==> src/hdl/fcdd_pkg.sv <==
// ----------------------------------------------------------------------------
// Fingertip cell dwell detector: shared types and constants
// Frame geometry, grid cell coding and the entry format kept in the windows.
// ----------------------------------------------------------------------------
package fcdd_pkg;

    // Frame and grid geometry
    localparam int CELL_SIZE    = 16;
    localparam int CELL_SHIFT   = $clog2(CELL_SIZE);
    localparam int FRAME_WIDTH  = 640;
    localparam int FRAME_HEIGHT = 320;
    localparam int GRID_COLS    = FRAME_WIDTH / CELL_SIZE;

    // Field widths
    localparam int X_W    = 10;
    localparam int Y_W    = 9;
    localparam int CODE_W = 10;
    localparam int COL_W  = 6;
    localparam int ROW_W  = 5;

    // Offset from a cell corner to its centre
    localparam logic [CELL_SHIFT-1:0] HALF_CELL = CELL_SHIFT'(CELL_SIZE / 2);

    // One window entry: the cell code and its column and row, normalised so
    // that col = code mod GRID_COLS and row = code div GRID_COLS
    typedef struct packed {
        logic [CODE_W-1:0] code;
        logic [COL_W-1:0]  col;
        logic [ROW_W-1:0]  row;
    } t_cell_entry;

endpackage

==> src/hdl/fcdd_cell_map.sv <==
// ----------------------------------------------------------------------------
// Fingertip cell dwell detector: point to grid cell mapping
// Clamps a point to the frame and gives its cell code, column and row.
// ----------------------------------------------------------------------------
module fcdd_cell_map
    import fcdd_pkg::*;
(
    input  logic [X_W-1:0] i_point_x,
    input  logic [Y_W-1:0] i_point_y,
    output t_cell_entry    o_entry
);

    logic [X_W-1:0]    x_sat;
    logic [Y_W-1:0]    y_sat;
    logic [COL_W-1:0]  col_raw;
    logic [ROW_W-1:0]  row_raw;
    logic [CODE_W-1:0] code;

    // Clamp to the frame edge
    assign x_sat = (i_point_x > X_W'(FRAME_WIDTH))  ? X_W'(FRAME_WIDTH)  : i_point_x;
    assign y_sat = (i_point_y > Y_W'(FRAME_HEIGHT)) ? Y_W'(FRAME_HEIGHT) : i_point_y;

    assign col_raw = COL_W'(x_sat >> CELL_SHIFT);
    assign row_raw = ROW_W'(y_sat >> CELL_SHIFT);
    assign code    = CODE_W'(col_raw) + CODE_W'(GRID_COLS) * CODE_W'(row_raw);

    // Right frame edge lands on column GRID_COLS: fold it into the next row
    always_comb begin
        o_entry.code = code;
        if (col_raw == COL_W'(GRID_COLS)) begin
            o_entry.col = '0;
            o_entry.row = row_raw + ROW_W'(1);
        end else begin
            o_entry.col = col_raw;
            o_entry.row = row_raw;
        end
    end

endmodule

==> src/hdl/fingertip_cell_dwell_detector_unit.sv <==
// Each input transaction is mapped to its cell and pushed into the window, which is then
// scanned for the most frequent cell; the vote scan stops once no later entry can win, and
// the result is held back while the output stalls.
// One item at a time: the next transaction is taken in the cycle after the result is
// loaded. A finished result waits in the output register.
// Reset clears the fill counts, window bases, sequencer and output valid, not the memory.
// ----------------------------------------------------------------------------
// Fingertip cell dwell detector
// Maps each point to a grid cell, votes the majority cell of the recent points
// and flags a touch when the nonzero voted cell matches the oldest entry of a full vote history.
// Memory contents are not cleared at reset and unwritten entries never reach the result.
// ----------------------------------------------------------------------------
module fingertip_cell_dwell_detector_unit
    import fcdd_pkg::*;
#(
    parameter int WINDOW_LENGTH = 10
) (
    input  logic        i_clk,
    input  logic        i_rst_n,
    input  logic        s_axis_tvalid,
    output logic        s_axis_tready,
    input  logic [23:0] s_axis_tdata,  // point_x [9:0], point_y [18:10], zero pad
    output logic        m_axis_tvalid,
    input  logic        m_axis_tready,
    output logic [31:0] m_axis_tdata,  // voted_cell [9:0], touch_x [19:10],
                                       // touch_y [28:20], zero pad
    output logic        m_axis_tuser   // touch [0]
);

    localparam int ADDR_W = $clog2(WINDOW_LENGTH);
    localparam int CNT_W  = $clog2(WINDOW_LENGTH + 1);
    localparam logic [CNT_W-1:0] FULL = CNT_W'(WINDOW_LENGTH);

    typedef enum logic [2:0] {
        S_IDLE,
        S_ISSUE,
        S_LOAD,
        S_SCAN,
        S_EVAL,
        S_VOTE,
        S_FINISH
    } t_state;

    // Map logical position (0 = oldest) to a physical memory address
    function automatic logic [ADDR_W-1:0] f_phys(input logic [ADDR_W-1:0] base,
                                                 input logic [CNT_W-1:0]  pos);
        logic [CNT_W:0] sum;
        begin
            sum = (CNT_W+1)'(base) + (CNT_W+1)'(pos);
            if (sum >= (CNT_W+1)'(WINDOW_LENGTH)) begin
                sum = sum - (CNT_W+1)'(WINDOW_LENGTH);
            end
            f_phys = sum[ADDR_W-1:0];
        end
    endfunction

    t_state              r_state;
    logic [CNT_W-1:0]    r_cell_fill;
    logic [ADDR_W-1:0]   r_cell_base;
    logic [CNT_W-1:0]    r_vote_fill;
    logic [ADDR_W-1:0]   r_vote_base;
    logic [CNT_W-1:0]    r_i;
    logic [CNT_W-1:0]    r_j;
    logic [CNT_W-1:0]    r_cnt;
    logic [CNT_W-1:0]    r_best_cnt;
    t_cell_entry         r_ref;
    t_cell_entry         r_best;
    logic                r_out_valid;
    logic [CODE_W-1:0]   r_voted;
    logic                r_touch;
    logic [X_W-1:0]      r_touch_x;
    logic [Y_W-1:0]      r_touch_y;

    t_cell_entry         cell_mem [WINDOW_LENGTH];
    t_cell_entry         vote_mem [WINDOW_LENGTH];
    t_cell_entry         r_cell_rdata;
    t_cell_entry         r_vote_rdata;

    t_cell_entry         in_entry;
    logic                in_accept;
    logic                out_free;
    logic [ADDR_W-1:0]   cell_wr_addr;
    logic [ADDR_W-1:0]   cell_rd_addr;
    logic [ADDR_W-1:0]   vote_wr_addr;
    logic [ADDR_W-1:0]   vote_rd_addr;
    logic [CNT_W-1:0]    n_i;
    logic [CNT_W-1:0]    n_best_cnt;
    logic                ref_hit;
    logic                touch_hit;

    fcdd_cell_map u_cell_map (
        .i_point_x (s_axis_tdata[X_W-1:0]),
        .i_point_y (s_axis_tdata[X_W+Y_W-1:X_W]),
        .o_entry   (in_entry)
    );

    assign s_axis_tready = (r_state == S_IDLE);
    assign in_accept     = s_axis_tvalid && s_axis_tready;
    assign out_free      = !r_out_valid || m_axis_tready;

    // Push addresses: append while filling, overwrite the oldest once full
    assign cell_wr_addr = (r_cell_fill == FULL) ? r_cell_base : r_cell_fill[ADDR_W-1:0];
    assign vote_wr_addr = (r_vote_fill == FULL) ? r_vote_base : r_vote_fill[ADDR_W-1:0];

    // Oldest vote entry once the current vote is pushed
    assign vote_rd_addr = (r_vote_fill == FULL) ? f_phys(r_vote_base, CNT_W'(1)) : '0;

    // Window read address, presented ahead of the registered read data
    always_comb begin
        case (r_state)
            S_LOAD:  cell_rd_addr = f_phys(r_cell_base, r_i + CNT_W'(1));
            S_SCAN:  cell_rd_addr = f_phys(r_cell_base, r_j + CNT_W'(1));
            S_EVAL:  cell_rd_addr = f_phys(r_cell_base, r_i + CNT_W'(1));
            default: cell_rd_addr = f_phys(r_cell_base, r_i);
        endcase
    end

    assign ref_hit    = (r_cell_rdata.code == r_ref.code);
    assign n_i        = r_i + CNT_W'(1);
    assign n_best_cnt = (r_cnt > r_best_cnt) ? r_cnt : r_best_cnt;
    assign touch_hit  = (r_vote_fill == FULL) && (r_vote_rdata.code == r_best.code)
                        && (r_best.code != '0);

    // Window memory: write on accept, read every cycle
    always_ff @(posedge i_clk) begin
        if (in_accept) begin
            cell_mem[cell_wr_addr] <= in_entry;
        end
        r_cell_rdata <= cell_mem[cell_rd_addr];
    end

    // Vote history memory: push the vote and fetch the oldest in the same cycle
    always_ff @(posedge i_clk) begin
        if (r_state == S_VOTE) begin
            vote_mem[vote_wr_addr] <= r_best;
            r_vote_rdata           <= vote_mem[vote_rd_addr];
        end
    end

    // Sequencer, window bookkeeping and output register
    always_ff @(posedge i_clk) begin
        if (!i_rst_n) begin
            r_state     <= S_IDLE;
            r_cell_fill <= '0;
            r_cell_base <= '0;
            r_vote_fill <= '0;
            r_vote_base <= '0;
            r_out_valid <= 1'b0;
        end else begin
            // Drop the taken result unless a new one is loaded this cycle
            if (r_out_valid && m_axis_tready && (r_state != S_FINISH)) begin
                r_out_valid <= 1'b0;
            end
            case (r_state)
                S_IDLE: begin
                    if (in_accept) begin
                        if (r_cell_fill == FULL) begin
                            r_cell_base <= f_phys(r_cell_base, CNT_W'(1));
                        end else begin
                            r_cell_fill <= r_cell_fill + CNT_W'(1);
                        end
                        r_i        <= '0;
                        r_best_cnt <= CNT_W'(1);
                        r_best     <= '0;
                        r_state    <= S_ISSUE;
                    end
                end
                S_ISSUE: begin
                    r_state <= S_LOAD;
                end
                // Take the reference entry and start counting its later repeats
                S_LOAD: begin
                    r_ref <= r_cell_rdata;
                    r_cnt <= CNT_W'(1);
                    r_j   <= n_i;
                    if (n_i < r_cell_fill) begin
                        r_state <= S_SCAN;
                    end else begin
                        r_state <= S_EVAL;
                    end
                end
                S_SCAN: begin
                    if (ref_hit) begin
                        r_cnt <= r_cnt + CNT_W'(1);
                    end
                    r_j <= r_j + CNT_W'(1);
                    if (r_j + CNT_W'(1) >= r_cell_fill) begin
                        r_state <= S_EVAL;
                    end
                end
                // Keep a strictly larger count; stop once no entry left can beat it
                S_EVAL: begin
                    if (r_cnt > r_best_cnt) begin
                        r_best_cnt <= r_cnt;
                        r_best     <= r_ref;
                    end
                    r_i <= n_i;
                    if ((n_i < r_cell_fill) && ((r_cell_fill - n_i) > n_best_cnt)) begin
                        r_state <= S_LOAD;
                    end else begin
                        r_state <= S_VOTE;
                    end
                end
                S_VOTE: begin
                    if (r_vote_fill == FULL) begin
                        r_vote_base <= f_phys(r_vote_base, CNT_W'(1));
                    end else begin
                        r_vote_fill <= r_vote_fill + CNT_W'(1);
                    end
                    r_state <= S_FINISH;
                end
                // Hold until the output register is free, then load the result
                S_FINISH: begin
                    if (out_free) begin
                        r_out_valid <= 1'b1;
                        r_voted     <= r_best.code;
                        r_touch     <= touch_hit;
                        r_touch_x   <= touch_hit ? X_W'({r_vote_rdata.col, HALF_CELL}) : '0;
                        r_touch_y   <= touch_hit ? Y_W'({r_vote_rdata.row, HALF_CELL}) : '0;
                        r_state     <= S_IDLE;
                    end
                end
                default: begin
                    r_state <= S_IDLE;
                end
            endcase
        end
    end

    assign m_axis_tvalid = r_out_valid;
    assign m_axis_tdata  = {3'b000, r_touch_y, r_touch_x, r_voted};
    assign m_axis_tuser  = r_touch;

    // Fill counts never pass the window length
    a_fill_cap: assert property (@(posedge i_clk) disable iff (!i_rst_n)
        (r_cell_fill <= FULL) && (r_vote_fill <= FULL))
        else $error("window fill count beyond window length");

    // The window base moves only once the window is full
    a_base_still: assert property (@(posedge i_clk) disable iff (!i_rst_n)
        (r_cell_fill != FULL) |-> (r_cell_base == '0))
        else $error("cell window base moved before window full");

    // An accepted transaction grows a window that is not yet full
    a_fill_step: assert property (@(posedge i_clk) disable iff (!i_rst_n)
        (in_accept && (r_cell_fill != FULL)) |=> (r_cell_fill == $past(r_cell_fill) + CNT_W'(1)))
        else $error("cell fill did not advance on accepted transaction");

    // A touch needs a full vote history and a nonzero voted cell
    a_touch_ok: assert property (@(posedge i_clk) disable iff (!i_rst_n)
        (m_axis_tvalid && m_axis_tuser) |-> ((r_vote_fill == FULL) && (r_voted != '0)))
        else $error("touch flagged without full history or with cell zero");

endmodule
==> config.mk <==
export PLATFORM = sky130hd
export DESIGN_NAME = fingertip_cell_dwell_detector_unit
export DESIGN_NICKNAME = d
export VERILOG_FILES = /design/src/hdl/fcdd_pkg.sv /design/src/hdl/fcdd_cell_map.sv /design/src/hdl/fingertip_cell_dwell_detector_unit.sv
export SDC_FILE = /design/constraint.sdc
export NUM_CORES = 1
export LEC_CHECK = 0
export BUFFER_PORTS_ARGS = -buffer_cell sky130_fd_sc_hd__buf_2
export CORE_ASPECT_RATIO = 1.4
export CORE_MARGIN = 4
export CORE_UTILIZATION = 50
export CTS_BUF_LIST = sky130_fd_sc_hd__clkbuf_16
export DETAILED_ROUTE_END_ITERATION = 10
export PLACE_DENSITY = 0.75
export RECOVER_POWER = 100
export SKIP_CTS_REPAIR_TIMING = 1
export SYNTH_ARGS = -nofsm -noshare
export SYNTH_HDL_FRONTEND = slang
export SYNTH_HIERARCHICAL = 1
export SYNTH_SLANG_ARGS = --single-unit
==> constraint.sdc <==
create_clock -name i_clk -period 9.4 [get_ports i_clk]
set_input_delay 0.47 -clock i_clk [delete_from_list [all_inputs] [get_ports i_clk]]
set_output_delay 0.47 -clock i_clk [all_outputs]
set_load 0.02 [all_outputs]
## After elaboration in Yosys (flattened, before gate mapping)

Memory sizes are Yosys's and may differ from the RTL's. A register that Yosys moved wholly into a read port is not among the register bits.
Index checks and enable logic that the tools add are counted.

- Bits in latches: 0
- Output and inout port bits: 35
- Flip-flop bits (word level): 108
- Memories kept: 2
- Bits in read-only memories: 0
- Word-level logic and storage cells: 135
- Input bits: 28
- Bits in writable memories: 420

Memory list:

| name | depth | width | rd ports | clocked after memory_dff | wr ports | RTL line | RTL |
|---|---|---|---|---|---|---|---|
| cell_mem | 10 | 21 | 1 | 1 | 1 | fingertip_cell_dwell_detector_unit.sv:74 | `t_cell_entry cell_mem [WINDOW_LENGTH];` |
| vote_mem | 10 | 21 | 1 | 1 | 1 | fingertip_cell_dwell_detector_unit.sv:75 | `t_cell_entry vote_mem [WINDOW_LENGTH];` |

- Shift operators: 0
- Eq/ne operators: 17
- Bitwise operators: 2
- $add $sub $neg: 18
- Mux-type cells: 38
- Reductions and logical operators: 24
- Multiply operators: 1
- Divide/modulo/power cells: 0
- Order comparisons: 11

Operators with widths:

| cell | count |
|---|---|
| 4-bit two-way mux | 14 |
| 21-bit two-way mux | 2 |
| 21-bit one-hot mux with 2 select lines | 1 |
| 4-bit one-hot mux with 2 select lines | 5 |
| 5-bit by 4-bit greater-or-equal comparator with 1-bit output (second input constant) | 5 |
| 3-bit one-hot mux with 7 select lines | 1 |
| 4-bit by 1-bit adder with 4-bit output (second input constant) | 5 |
| 10-bit == test | 2 |
| 4-bit subtractor (second input constant) | 5 |
| 3-bit AND reduction | 6 |
| 4-bit by 4-bit adder with 5-bit output | 3 |
| 3-bit two-way mux | 5 |
| 11-bit two-way mux | 1 |
| 4-bit by 1-bit adder with 5-bit output (second input constant) | 2 |
| 6-bit by 10-bit adder with 10-bit output | 1 |
| 10-bit greater-than comparator (second input constant) | 1 |
| 10-bit two-way mux | 1 |
| 10-bit nonzero test | 1 |
| 3-bit == test (second input constant) | 3 |
| 9-bit greater-than comparator (second input constant) | 1 |
| 9-bit two-way mux | 1 |
| 4-bit == test (second input constant) | 2 |
| 4-bit greater-than comparator | 2 |
| 2-bit inequality test (second input constant) | 4 |
| 20 further kinds | 37 |

## Longest topological paths before layout

Gate-level depths: netlist of run 1.

- Depth after elaboration: 6
- Gate-level depth with buffers: 18
- Gate-level depth less buffers: 18

## Hierarchy

The synthesis of run 1 kept the hierarchy.

By module, submodules not included:

| module | sequential area each (sq um) | cells an instance | area each (sq um) | times used |
|---|---|---|---|---|
| fingertip_cell_dwell_detector_unit | 16465.8 | 1635 | 23312.4 | 1 |
| fcdd_cell_map | 0.0 | 75 | 553.0 | 1 |

## Least setup slack after synthesis of run 1

Ideal clock, no wire load.

- Path kind: flip-flop to flip-flop
- Start: reg r_j[0]
- End: reg r_cell_rdata[0] (netlist name)
- Data required time: 9.278 ns
- Library setup time: 0.122 ns
- Stages on the path, launching flop included: 15
- Arrival: 3.513 ns
- Path slack: 5.765 ns
- Period minus slack after synthesis: 3.635 ns
- Buffers on the path: 1
- Cell sequence: edfxtp_1 -> ha_1 -> inv_1 -> fa_1 -> xor2_2 -> ha_1 -> a21bo_1 -> a21oi_2 -> a21oi_2 -> mux2_1 -> and4_4 -> o31a_1 -> clkbuf_1 -> o31a_1 -> a311o_1

- Longest elaborated chain between the ends: 5
- Elaborated cells on any way between the ends: 6
- Classes of those cells: 3 x add/sub; 1 x order compare; 2 x mux

RTL lines:

| element | RTL line | RTL |
|---|---|---|
| start, declared | fingertip_cell_dwell_detector_unit.sv:63 | `logic [CNT_W-1:0] r_j;` |
| start signal, assigned | fingertip_cell_dwell_detector_unit.sv:175 | `r_j <= n_i;` |
| start signal, assigned | fingertip_cell_dwell_detector_unit.sv:186 | `r_j <= r_j + CNT_W'(1);` |
| 4-bit by 1-bit adder with 4-bit output (*) | fingertip_cell_dwell_detector_unit.sv:112 | `S_SCAN: cell_rd_addr = f_phys(r_cell_base, r_j + CNT_W'(1));` |
| 4-bit by 4-bit adder with 5-bit output (*) | fingertip_cell_dwell_detector_unit.sv:49 | `sum = (CNT_W+1)'(base) + (CNT_W+1)'(pos);` |
| 4-bit subtractor / 5-bit by 4-bit greater-or-equal comparator with 1-bit output (equally long branches) | fingertip_cell_dwell_detector_unit.sv:51, fingertip_cell_dwell_detector_unit.sv:50 |  |
| 4-bit two-way mux (*) | fingertip_cell_dwell_detector_unit.sv:50 | `if (sum >= (CNT_W+1)'(WINDOW_LENGTH)) begin` |
| 4-bit one-hot mux with 2 select lines (*) | fingertip_cell_dwell_detector_unit.sv:110 | `case (r_state)` |

Every way passes the cells marked *; elsewhere a longest branch is shown, timed or not.
A chain may end at the register's enable or synchronous reset.

## Final worst setup path of run 1

- Start: reg r_state[2]
- End: mem vote_mem[3][0] (netlist bit), enable pin

- Longest elaborated chain between the ends: 3

RTL lines:

| element | RTL line | RTL |
|---|---|---|
| start, declared | fingertip_cell_dwell_detector_unit.sv:57 | `t_state r_state;` |
| start signal, assigned | fingertip_cell_dwell_detector_unit.sv:143 | `r_state <= S_IDLE;` |
| start signal, assigned | fingertip_cell_dwell_detector_unit.sv:165 | `r_state <= S_ISSUE;` |
| start signal, assigned | fingertip_cell_dwell_detector_unit.sv:169 | `r_state <= S_LOAD;` |
| 3-bit == test | fingertip_cell_dwell_detector_unit.sv:134 | `if (r_state == S_VOTE) begin` |
| 1-bit two-way mux | fingertip_cell_dwell_detector_unit.sv:134 |  |
| 1-bit two-way mux (not written as such) | fingertip_cell_dwell_detector_unit.sv:135 | `vote_mem[vote_wr_addr] <= r_best;` |
| end, declared | fingertip_cell_dwell_detector_unit.sv:75 |  |

No other way between the ends.

==> flow_summary.rst, run 1 <==
.. list-table::
   :header-rows: 1

   * - Metric
     - Value
   * - DP Wirelength
     - 28500 um
   * - Reg2reg setup slack
     - 3500 ps
   * - Final routed wirelength across all metal layers
     - 48800 um
   * - Switching share of power
     - 28.4%
   * - Ranking of synthesized cells by instance count
     - sky130_fd_sc_hd__edfxtp_1 (521), sky130_fd_sc_hd__nand2_1 (218), sky130_fd_sc_hd__mux2i_1 (133), sky130_fd_sc_hd__nor2_1 (76), sky130_fd_sc_hd__and3_1 (68)
   * - Share of final-layout standard cells stronger than drive strength 1
     - 7.69%
   * - Finish-stage setup viols
     - 0
   * - Global placement routability congestion
     - 0.821
   * - Die area
     - 51300 um^2
   * - Max Clock Skew
     - 19.0 ps
   * - Later-pin clock latency in the skew report
     - 590 ps
   * - IR drop worst, VDD
     - 0.000177 V
   * - Met2 usage
     - 35.8%
   * - Critical path startpoint category
     - flip-flop
   * - Core Box Area
     - 47200 um^2
   * - Placed cell areas
     - 24800 um^2
   * - Final standard cell area without fillers
     - 26300 um^2
   * - Count of pins on the block boundary
     - 63
   * - # DRC
     - 0
   * - Antenna Diode Count
     - 0
   * - Die extent in y
     - 267 um
   * - Synth area leaders
     - sky130_fd_sc_hd__edfxtp_1 (66%), sky130_fd_sc_hd__mux2i_1 (5.6%), sky130_fd_sc_hd__dfxtp_1 (3.4%), sky130_fd_sc_hd__nand2_1 (3.4%), sky130_fd_sc_hd__ha_1 (2.8%)
   * - Most common cell in the netlist
     - sky130_fd_sc_hd__edfxtp_1
   * - Endpoints failing hold
     - 0
   * - Grt met3 use
     - 2.50%
   * - Outcome
     - finished with violations
   * - Cell type contributing the most total cell area after synthesis
     - sky130_fd_sc_hd__edfxtp_1
   * - Final layout net count
     - 1841
   * - Endpoint class of the critical path
     - flip-flop
   * - Register bit total from synthesis
     - 562
   * - Clock edge transition at the registers on the reported setup and hold paths
     - 60 ps
   * - Number of buffers inserted during clock tree synthesis
     - 51
   * - P_int
     - 4.60 mW
   * - First-pass iteration count of the detailed router
     - 6
   * - Detail-routed via count per cell
     - 5.76
   * - Final period demand of the worst path
     - 5900 ps
   * - Vias in the first global route
     - 14100
   * - Slew at the pin with the worst max-slew slack
     - 2870 ps
   * - Total power divided by cell area
     - 245 nW/um^2
   * - Buffer depth of the longest clock path
     - 3
   * - Reg-to-reg critical path startpoint
     - r_state[2]
   * - Net load switching power
     - 1.82 mW
   * - Cell Rows
     - 94
   * - Die X
     - 193 um
   * - Number of enable flip-flop cells after synthesis
     - 521
   * - Sequential cell fraction of total power
     - 48.4%
   * - Worst hold path depth
     - 3
   * - Maximum net fanout on the critical path
     - 34
   * - Failing checks
     - capacitance limit, slew limit
   * - LEAKAGE
     - 9.44 nW
   * - Largest net degree at the start of global routing
     - 84
   * - Worst hold path endpoint
     - m_axis_tvalid
   * - Sequential cell area fraction in the yosys report
     - 69.0%
   * - Yosys warning total
     - 6
   * - Worst relative slew slack
     - -92.9%
   * - Root buf cell
     - sky130_fd_sc_hd__clkbuf_16
   * - Starting DRC count in detailed routing
     - 1108
   * - Gr busiest metal
     - met2
   * - Required time of the critical path
     - 9550 ps
   * - Reg-to-Reg End
     - vote_mem[3][0]
   * - Relative contribution of the clock network to total power
     - 31.7%
   * - Via count
     - 13900
   * - Most used DFF post-synth
     - sky130_fd_sc_hd__edfxtp_1
   * - Post-Syn Instances
     - 1710
   * - Initial Util
     - 50.6%
   * - Detailed-route wire length per cell
     - 20.2 um
   * - Initial antenna violation count
     - 0
   * - Global-route usage over all layers
     - 19.0%
   * - TritonCTS clock tree
     - yes
   * - Worst Min Path Start
     - m_axis_tready
   * - Layout overhead on the synthesized area
     - 10.0%
   * - Sum of overflow across all layers after global routing
     - 0
   * - Fraction of synthesis flops using an asynchronous set or reset pin
     - 0%
   * - Setup repair after global routing missed its margin
     - no
   * - Final clock period utilization by the worst path
     - 62.8%
   * - Met1 Usage GRT
     - 22.6%
   * - Comb power frac
     - 19.8%
   * - Proportion of netlist area held by the largest area contributor
     - 65.6%
   * - Port-buffer cells
     - 48
   * - Cell count of the worst reg-to-reg path
     - 6
   * - Syn_area_per_cell
     - 14.0 um^2
   * - Type of the setup path with the least slack
     - flip-flop to flip-flop
   * - First-pass GRT wire length
     - 76600 um
   * - Summed negative setup slack over all endpoints
     - 0 ps
   * - Achievable Freq
     - 169 MHz
   * - Max H-tree Level
     - 2
   * - Worst min-delay path category
     - input port to flip-flop
   * - Number of maximum-capacitance constraint violations
     - 23
   * - Count of antenna-violating nets left after detailed routing
     - 0
   * - Netlist area before placement
     - 23900 um^2
   * - Clock Sinks
     - 562
   * - Final slew viol count
     - 514
   * - Netlist cell types
     - 69
   * - Arrival @ worst endpoint
     - 6050 ps
## per-layer routing
| metal | vias to the layer above | routed length [um] |
|---|---|---|
| met3 | 100 | 2610 |
| met2 | 453 | 26400 |
| met5 | - | 0 |
| li1 | 6457 | - |
| met4 | 0 | 1260 |
| met1 | 6929 | 18500 |
## layout make-up
type                       instances  area [um^2]
clock buffer                      52         1300
clock inverter                    41          358
fill                            3725        20900
inverter                          39          146
multi-input combinational       1020         6840
sequential                       562        16500
tap                              624          781
timing repair buffer              80          362
## cell families after synthesis
| family | Yosys count | synth area share, % |
|---|---|---|
| compound gates | 269 | 7.55 |
| xor+xnor | 55 | 2.05 |
| fa+ha+maj | 59 | 3.28 |
| buf+inv | 136 | 2.76 |
| flops | 562 | 69.0 |
| mux | 135 | 5.67 |
| other cells | 1 | 0.0157 |
| simple gates | 493 | 9.68 |
## worst max path at each step
stage	endpoint	cells past startpoint	slack [ps]	startpoint
floorplan	r_cell_rdata[0]	14	5760	r_j[0]
global route	vote_mem[3][11]	6	3030	r_state[2]
finish	vote_mem[3][0]	6	3500	r_state[2]
detailed placement	r_cell_rdata[20]	15	4300	r_i[0]
global placement	r_cell_rdata[14]	15	4520	r_i[0]
CTS	r_cell_rdata[20]	15	4260	r_i[0]
## cell usage in the layout (no fill, tap or decap), drive strengths merged, types with 6 or more instances in the layout
cell type and n:
conb 9, dfxtp 41, and2 21, o22ai 23, edfxtp 521, clkinv 20
nand4 8, xnor2 30, a21oi 75, nor3 16, nor2 77, o31a 22
nand2b 13, a21o 10, clkbuf 103, a31oi 30, mux2i 133, nand3 42
nand2 218, o21ai 49, a311o 20, nor2b 10, ha 53, fa 6
nor4 7, xor2 25, and3 68, inv 51, buf 29, a211oi 8
## stage by stage
step / worst slack, ps / cells / hold slack, ps / utilization (%) / total power [mW]
4_1_cts: 4260 / 2418 / 179 / 56.1 / 6.47
6_report: 3500 / 2418 / 212 / 55.7 / 6.42
2_1_floorplan: 5760 / 1718 / 386 / - / 4.12
3_3_place_gp: 4520 / 2325 / 389 / 52.5 / 4.39
5_1_grt: 3030 / 2418 / 224 / 55.7 / 6.72
3_5_place_dp: 4300 / 2325 / 394 / 52.5 / 4.44
## critical path, stage by stage (launching register included)
cell	delay (ps)
sky130_fd_sc_hd__dfxtp_1	990
sky130_fd_sc_hd__nand2_1	160
sky130_fd_sc_hd__or2_2	390
sky130_fd_sc_hd__inv_1	70
sky130_fd_sc_hd__clkbuf_1	1310
sky130_fd_sc_hd__nand3_1	450
sky130_fd_sc_hd__nor2_1	2070
## power groups by stage
stage	clock (mW)	sequential [mW]	combinational [mW]
after CTS	2.07	3.11	1.29
after global placement	0	3.15	1.24
final	2.04	3.11	1.27
after global routing	2.18	3.13	1.41
after detailed placement	0	3.16	1.28
after floorplan	0	3.09	1.03
## registers in the layout (all words and copies together), names as in the netlist
register and flops:
r_touch_x 7, vote_mem 210, r_best 21, m_axis_tvalid 1, r_vote_rdata 21, r_j 4, r_i 4, r_touch_y 5
r_cell_fill 4, r_state 3, r_best_cnt 4, r_cell_rdata 21, r_vote_fill 4, r_cell_base 4, r_vote_base 4, r_cnt 4
r_voted 10, r_ref 21, cell_mem 210
No activity file was read; power rests on OpenSTA's default activity.
==> inputs of run 2 (changes only) <==
--- a/config.mk
+++ b/config.mk
@@ -5,13 +5,14 @@
 export SDC_FILE = /design/constraint.sdc
 export NUM_CORES = 1
 export LEC_CHECK = 0
+export ABC_AREA = 1
 export BUFFER_PORTS_ARGS = -buffer_cell sky130_fd_sc_hd__buf_2
 export CORE_ASPECT_RATIO = 1.4
 export CORE_MARGIN = 4
 export CORE_UTILIZATION = 50
 export CTS_BUF_LIST = sky130_fd_sc_hd__clkbuf_16
 export DETAILED_ROUTE_END_ITERATION = 10
-export PLACE_DENSITY = 0.75
+export PLACE_DENSITY = 0.78
 export RECOVER_POWER = 100
 export SKIP_CTS_REPAIR_TIMING = 1
 export SYNTH_ARGS = -nofsm -noshare
==> constraint.sdc (replaced) <==
create_clock -name i_clk -period 4.7 [get_ports i_clk]
set_input_delay 0.235 -clock i_clk [delete_from_list [all_inputs] [get_ports i_clk]]
set_output_delay 0.235 -clock i_clk [all_outputs]
set_load 0.02 [all_outputs]
==> run 2 against run 1 <==
The run still ends with capacitance limit, slew limit left. Clock power grew 93%. Routed wire length grew 3.7%. Die area grew 3.8%. Critical endpoint is now cell_mem[4][0].
==> flow_summary.rst, run 2 <==
.. list-table::
   :header-rows: 1

   * - Metric
     - Value
   * - Failing checks
     - capacitance limit, slew limit
   * - Registers with the most flip-flops
     - cell_mem x210, vote_mem x210
   * - Type of the setup path with the least slack
     - flip-flop to flip-flop
   * - Later-pin clock latency in the skew report
     - 580 ps
   * - First-pass iteration count of the detailed router
     - 6
   * - Syn_area_per_cell
     - 10.9 um^2
   * - Finish-stage setup viols
     - 0
   * - Via count
     - 16000
   * - Final standard cell area without fillers
     - 27100 um^2
   * - Die extent in y
     - 272 um
   * - Port-buffer cells
     - 48
   * - IR drop worst, VDD
     - 0.000300 V
   * - Setup repair after global routing missed its margin
     - no
   * - Global placement routability congestion
     - 0.840
   * - Final clock period utilization by the worst path
     - 84.4%
   * - Final layout net count
     - 2409
   * - Most used DFF post-synth
     - sky130_fd_sc_hd__edfxtp_1
   * - Layout overhead on the synthesized area
     - 9.33%
   * - Sequential cell area fraction in the yosys report
     - 66.4%
   * - TritonCTS clock tree
     - yes
   * - Ranking of synthesized cells by instance count
     - sky130_fd_sc_hd__nand2_1 (681), sky130_fd_sc_hd__edfxtp_1 (521), sky130_fd_sc_hd__inv_1 (261), sky130_fd_sc_hd__nand3_1 (181), sky130_fd_sc_hd__nor2_1 (107)
   * - Root buf cell
     - sky130_fd_sc_hd__clkbuf_16
   * - Most common cell in the netlist
     - sky130_fd_sc_hd__nand2_1
   * - Filler cells
     - 3918
   * - Proportion of netlist area held by the largest area contributor
     - 63.0%
   * - LEAKAGE
     - 10.9 nW
   * - Die area
     - 53300 um^2
   * - Final slew viol count
     - 246
   * - Placed cell areas
     - 25700 um^2
   * - Number of enable flip-flop cells after synthesis
     - 521
   * - Endpoint class of the critical path
     - flip-flop
   * - Total power divided by cell area
     - 459 nW/um^2
   * - Buffer depth of the longest clock path
     - 3
   * - Netlist area before placement
     - 24800 um^2
   * - Count of antenna-violating nets left after detailed routing
     - 0
   * - Worst hold path depth
     - 3
   * - Number of buffers inserted during clock tree synthesis
     - 50
   * - Post-Syn Instances
     - 2274
   * - Maximum net fanout on the critical path
     - 21
   * - Achievable Freq
     - 252 MHz
   * - Cell count of the worst reg-to-reg path
     - 9
   * - Detail-routed via count per cell
     - 5.34
   * - Die X
     - 196 um
   * - Slowest cell on the critical path
     - sky130_fd_sc_hd__nor2_1
   * - Register bit total from synthesis
     - 562
   * - Final period demand of the worst path
     - 3970 ps
   * - Core Box Area
     - 49100 um^2
   * - Clock Sinks
     - 562
   * - DP Wirelength
     - 30400 um
   * - Synth area leaders
     - sky130_fd_sc_hd__edfxtp_1 (63%), sky130_fd_sc_hd__nand2_1 (10%), sky130_fd_sc_hd__inv_1 (3.9%), sky130_fd_sc_hd__nand3_1 (3.7%), sky130_fd_sc_hd__dfxtp_1 (3.3%)
   * - Clock edge transition at the registers on the reported setup and hold paths
     - 70 ps
   * - Number of maximum-capacitance constraint violations
     - 11
   * - Max H-tree Level
     - 2
   * - Cell type contributing the most total cell area after synthesis
     - sky130_fd_sc_hd__edfxtp_1
   * - Largest net degree at the start of global routing
     - 107
   * - Slew at the pin with the worst max-slew slack
     - 2470 ps
   * - Worst min-delay path category
     - input port to flip-flop
   * - Netlist cell types
     - 44
   * - Most frequent cells in the layout
     - sky130_fd_sc_hd__nand2_1 (683), sky130_fd_sc_hd__edfxtp_1 (521), sky130_fd_sc_hd__inv_1 (282), sky130_fd_sc_hd__nand3_1 (180), sky130_fd_sc_hd__nor2_1 (93)
   * - Share of final-layout standard cells stronger than drive strength 1
     - 7.45%
   * - Detailed-route wire length per cell
     - 16.9 um
   * - Critical path startpoint category
     - flip-flop
   * - Summed negative setup slack over all endpoints
     - 0 ps
   * - Arrival @ worst endpoint
     - 4100 ps
   * - Leading cell type in the layout, fill and taps excluded
     - sky130_fd_sc_hd__nand2_1
   * - Most used cell along the critical path
     - sky130_fd_sc_hd__nand2_1
   * - Max Clock Skew
     - 26.3 ps
   * - Cell breakdown of the critical path
     - ha_1 -> nand2_1 -> nor2_1 -> inv_1 -> nand2_1 -> o21ai_0 -> inv_1 -> nand2_1 -> nor2_1
   * - Antenna Diode Count
     - 0
   * - Worst relative slew slack
     - -65.1%
   * - Initial Util
     - 50.5%
   * - Final routed wirelength across all metal layers
     - 50600 um
   * - Yosys warning total
     - 6
   * - Endpoints failing hold
     - 0
   * - Starting DRC count in detailed routing
     - 1262
   * - # DRC
     - 0
   * - Initial antenna violation count
     - 0
   * - Outcome
     - finished with violations
   * - Sum of overflow across all layers after global routing
     - 0
   * - Required time of the critical path
     - 4830 ps
   * - Maximum cell stage delay along the critical path
     - 1820 ps
   * - Vias in the first global route
     - 16100
   * - First-pass GRT wire length
     - 80600 um
   * - Cell Rows
     - 96
   * - Fraction of synthesis flops using an asynchronous set or reset pin
     - 0%
   * - Global-route usage over all layers
     - 18.6%
   * - Count of pins on the block boundary
     - 63
-- run 2: cell type report --
cell class | count | area (um^2) | area share (%)
tap | 637 | 797 | 2.94
multi-input combinational | 1349 | 6810 | 25.1
clock inverter | 43 | 303 | 1.12
inverter | 270 | 1010 | 3.74
timing repair buffer | 89 | 465 | 1.72
clock buffer | 51 | 1280 | 4.70
sequential | 562 | 16500 | 60.7
-- run 2: cells by family (layout without fill, tap and decap cells) --
group,after synthesis,count (layout),synth area share [%]
compound gates,208,208,4.86
xor+xnor,35,35,1.24
fa+ha+maj,59,59,3.16
buf+inv,371,453,6.40
flops,562,562,66.4
mux,31,31,1.36
other cells,1,9,0.0151
simple gates,1007,1007,16.6
-- run 2: worst paths after layout --
| path | start | endpoint | slack, ps |
|---|---|---|---|
| worst max-delay path | r_cell_fill[1] | cell_mem[4][0] | 730 |
| worst max register to register | r_cell_fill[1] | cell_mem[4][0] | 730 |
| worst min-delay path | i_rst_n | r_cell_fill[0] | 30 |
| worst min register to register | r_cell_rdata[5] | r_ref[5] | 390 |
-- run 2: per-layer routing --
| layer | global-route usage, % | vias to the layer above | routed length [um] |
|---|---|---|---|
| met5 | 0 | - | 0 |
| met4 | 8.29 | 0 | 1910 |
| met3 | 2.35 | 145 | 2550 |
| met2 | 35.4 | 546 | 27600 |
| met1 | 20.4 | 7616 | 18500 |
| li1 | - | 7704 | - |
-- run 2: stage by stage --
step / setup WS (ps) / power, mW / utilization (%) / instances / hold WS (ps)
floorplan: 874 / 7.99 / - / 2282 / 373
global placement: 1160 / 8.49 / 52.4 / 2906 / 386
detailed placement: 1090 / 8.61 / 52.4 / 2906 / 391
CTS: 1050 / 12.5 / 55.6 / 3000 / -81.0
global route: 394 / 13.1 / 55.2 / 3001 / 29.9
finish: 735 / 12.4 / 55.2 / 3001 / 27.1
-- run 2: power breakdown --
group,internal [mW],leakage (nW),total [mW],switching (mW)
clock network,2.19,0.841,3.93,1.74
registers,5.92,5.04,6.13,0.210
logic,0.763,5.06,2.39,1.62
-- run 2: worst max-delay path, delay by kind of cell, from the launching register on --
kind                       cells  cell delay, ps
AOI/OAI and AO/OA              1             180
adders and majority gates      1             250
buffers and inverters          2             260
DFF                            1             520
and+or+nand+nor                5            2290
==> inputs of run 3 (changes only) <==
==> constraint.sdc (replaced) <==
create_clock -name i_clk -period 3.2 [get_ports i_clk]
set_input_delay 0.16 -clock i_clk [delete_from_list [all_inputs] [get_ports i_clk]]
set_output_delay 0.16 -clock i_clk [all_outputs]
set_load 0.02 [all_outputs]
==> run 3 against run 2 <==
The run still ends with capacitance limit, slew limit left. Cell count up 1.2%. Sequential share of layout area down 1.6 points. Critical path type unchanged. Critical path depth up 12. Total power up 55%.
==> flow_summary.rst, run 3 (synthesized netlist as in run 2, its figures left out) <==
.. list-table::
   :header-rows: 1

   * - Metric
     - Value
   * - Worst min-delay path category
     - input port to flip-flop
   * - Starting DRC count in detailed routing
     - 1334
   * - Vias in the first global route
     - 16200
   * - Arrival @ worst endpoint
     - 3600 ps
   * - Delay-heaviest family, CP
     - simple AND/OR/NAND/NOR gates
   * - Worst hold path depth
     - 5
   * - Clock Sinks
     - 562
   * - Slew at the pin with the worst max-slew slack
     - 1580 ps
   * - Final routed wirelength across all metal layers
     - 52200 um
   * - Maximum cell stage delay along the critical path
     - 460 ps
   * - Die extent in y
     - 272 um
   * - Setup repair after global routing missed its margin
     - yes
   * - IR drop worst, VDD
     - 0.000420 V
   * - Total instance count after detailed placement
     - 2931
   * - Most frequent cells in the layout
     - sky130_fd_sc_hd__nand2_1 (680), sky130_fd_sc_hd__edfxtp_1 (521), sky130_fd_sc_hd__inv_1 (273), sky130_fd_sc_hd__nand3_1 (175), sky130_fd_sc_hd__nor2_1 (96)
   * - Detailed-route wire length per cell
     - 17.2 um
   * - Reg-to-Reg End
     - r_cell_rdata[8]
   * - First-pass GRT wire length
     - 80000 um
   * - Number of maximum-capacitance constraint violations
     - 1
   * - TritonCTS clock tree
     - yes
   * - Net load switching power
     - 5.60 mW
   * - Slowest cell on the critical path
     - sky130_fd_sc_hd__edfxtp_1
   * - Registers with the most flip-flops
     - cell_mem x210, vote_mem x210
   * - Sum of overflow across all layers after global routing
     - 0
   * - Final period demand of the worst path
     - 3120 ps
   * - Share of final-layout standard cells stronger than drive strength 1
     - 9.71%
   * - Comb power frac
     - 21.7%
   * - Buffers & Inverters on Critical Path
     - 4
   * - Core Box Area
     - 49100 um^2
   * - Clock edge transition at the registers on the reported setup and hold paths
     - 70 ps
   * - Final standard cell area without fillers
     - 27900 um^2
   * - Worst hold path endpoint
     - r_state[0]
   * - Type of the setup path with the least slack
     - flip-flop to flip-flop
   * - Buffer depth of the longest clock path
     - 3
   * - Leading cell type in the layout, fill and taps excluded
     - sky130_fd_sc_hd__nand2_1
   * - Final layout net count
     - 2447
   * - Count of antenna-violating nets left after detailed routing
     - 0
   * - Root buf cell
     - sky130_fd_sc_hd__clkbuf_16
   * - Final clock period utilization by the worst path
     - 97.4%
   * - # DRC
     - 0
   * - Outcome
     - finished with violations
   * - Finish-stage setup viols
     - 0
   * - Antenna Diode Count
     - 0
   * - Initial antenna violation count
     - 0
   * - Maximum net fanout on the critical path
     - 10
   * - Endpoint class of the critical path
     - flip-flop
   * - Initial Util
     - 50.5%
   * - Count of pins on the block boundary
     - 63
   * - Max H-tree Level
     - 2
   * - Required time of the critical path
     - 3680 ps
   * - Worst Min Path Start
     - s_axis_tvalid
   * - Cell count of the worst reg-to-reg path
     - 21
   * - First-pass iteration count of the detailed router
     - 5
   * - Die area
     - 53300 um^2
   * - Reg2reg setup slack
     - 80 ps
   * - Via count
     - 16200
   * - LEAKAGE
     - 11.2 nW
   * - Port-buffer cells
     - 48
   * - Failing checks
     - capacitance limit, slew limit
   * - Count of non-filler cells in the finished layout
     - 3036
   * - Filler cells
     - 3821
   * - Stages on worst setup path
     - 21
   * - Die X
     - 196 um
   * - Relative contribution of the clock network to total power
     - 31.5%
   * - Summed negative setup slack over all endpoints
     - 0 ps
   * - Largest net degree at the start of global routing
     - 106
   * - Sequential cell fraction of total power
     - 46.8%
   * - Later-pin clock latency in the skew report
     - 580 ps
   * - Max Clock Skew
     - 22.9 ps
   * - Most used cell along the critical path
     - sky130_fd_sc_hd__nand2_1
   * - Detail-routed via count per cell
     - 5.34
   * - Reg-to-reg critical path startpoint
     - r_i[0]
   * - Global placement routability congestion
     - 0.835
   * - Total power divided by cell area
     - 691 nW/um^2
   * - Endpoints failing hold
     - 0
   * - Layout overhead on the synthesized area
     - 12.3%
   * - Cell breakdown of the critical path
     - ha_4 -> inv_1 -> fa_2 -> inv_1 -> nand2_1 -> nand2_1 -> inv_1 -> ha_1 -> nand2_1 -> nand3_2 -> nand2_2 -> nand2_1 -> nand3_2 -> nand3_4 -> nand2_8 -> buf_6 -> nand2_1 -> nand3_1 -> nand2_1 -> nand2_1 -> nand2_1
   * - Switching share of power
     - 29.1%
   * - Critical path startpoint category
     - flip-flop
   * - Placed cell areas
     - 26100 um^2
   * - Number of buffers inserted during clock tree synthesis
     - 51
   * - Final slew viol count
     - 24
   * - Worst relative slew slack
     - -5.60%
   * - P_int
     - 13.7 mW
   * - Cell Rows
     - 96
   * - DP Wirelength
     - 31000 um
   * - Achievable Freq
     - 321 MHz
   * - Global-route usage over all layers
     - 18.6%
-- run 3: worst reg2reg max path: cells and delay by family, from the launching register on --
| kind | cells | cell delay (ps) |
|---|---|---|
| flip-flops | 1 | 460 |
| buffers and inverters | 4 | 390 |
| AND/OR/NAND/NOR | 14 | 1280 |
| adder cells (fa/ha/maj) | 3 | 880 |
-- run 3: cell type report --
class	count	area [um^2]	area share, %
clock inverters	41	404	1.45
flip-flops and latches	562	16500	59.1
inverters	270	1020	3.65
well taps	637	797	2.86
multi-input cells	1349	6940	24.9
clock buffers	51	1280	4.58
repair buffers	126	968	3.47
-- run 3: power groups by stage --
stage               Combinational, mW  Sequential (mW)  Clock, mW
global route                     4.63             9.05       6.51
global placement                 3.56             9.12          0
detailed placement               3.72             9.15          0
floorplan                        2.72             9.01          0
finish                           4.18             9.01       6.08
CTS                              3.77             9.00       6.14
-- run 3: metrics by stage --
| step | hold slack (ps) | utilization, % | setup slack (ps) | total power, mW |
|---|---|---|---|---|
| 2_1_floorplan | 298 | - | 153 | 11.7 |
| 3_3_place_gp | 390 | 53.1 | 154 | 12.7 |
| 5_1_grt | 73.8 | 56.7 | -127 | 20.2 |
| 3_5_place_dp | 390 | 53.1 | -10.3 | 12.9 |
| 6_report | 56.0 | 56.7 | 82.3 | 19.3 |
| 4_1_cts | -142 | 56.5 | -18.3 | 18.9 |
-- run 3: layer usage --
layer  track usage [%]  wire [um]  share of wire (%)
met1              20.1      18700                 36
met4              7.92       2410                4.6
met2              35.6      28100                 54
met3              2.64       2990                5.7
met5                 0          0                  0
-- run 3: how the worst max path moves through the flow --
stage,slack (ps),from,endpoint
6_report,80,r_i[0],r_cell_rdata[8]
4_1_cts,-20,r_j[0],r_cell_rdata[18]
3_5_place_dp,-10,r_j[0],r_cell_rdata[3]
2_1_floorplan,150,r_state[0],vote_mem[3][0]
3_3_place_gp,150,r_i[1],r_cell_rdata[12]
5_1_grt,-130,r_i[0],r_cell_rdata[8]
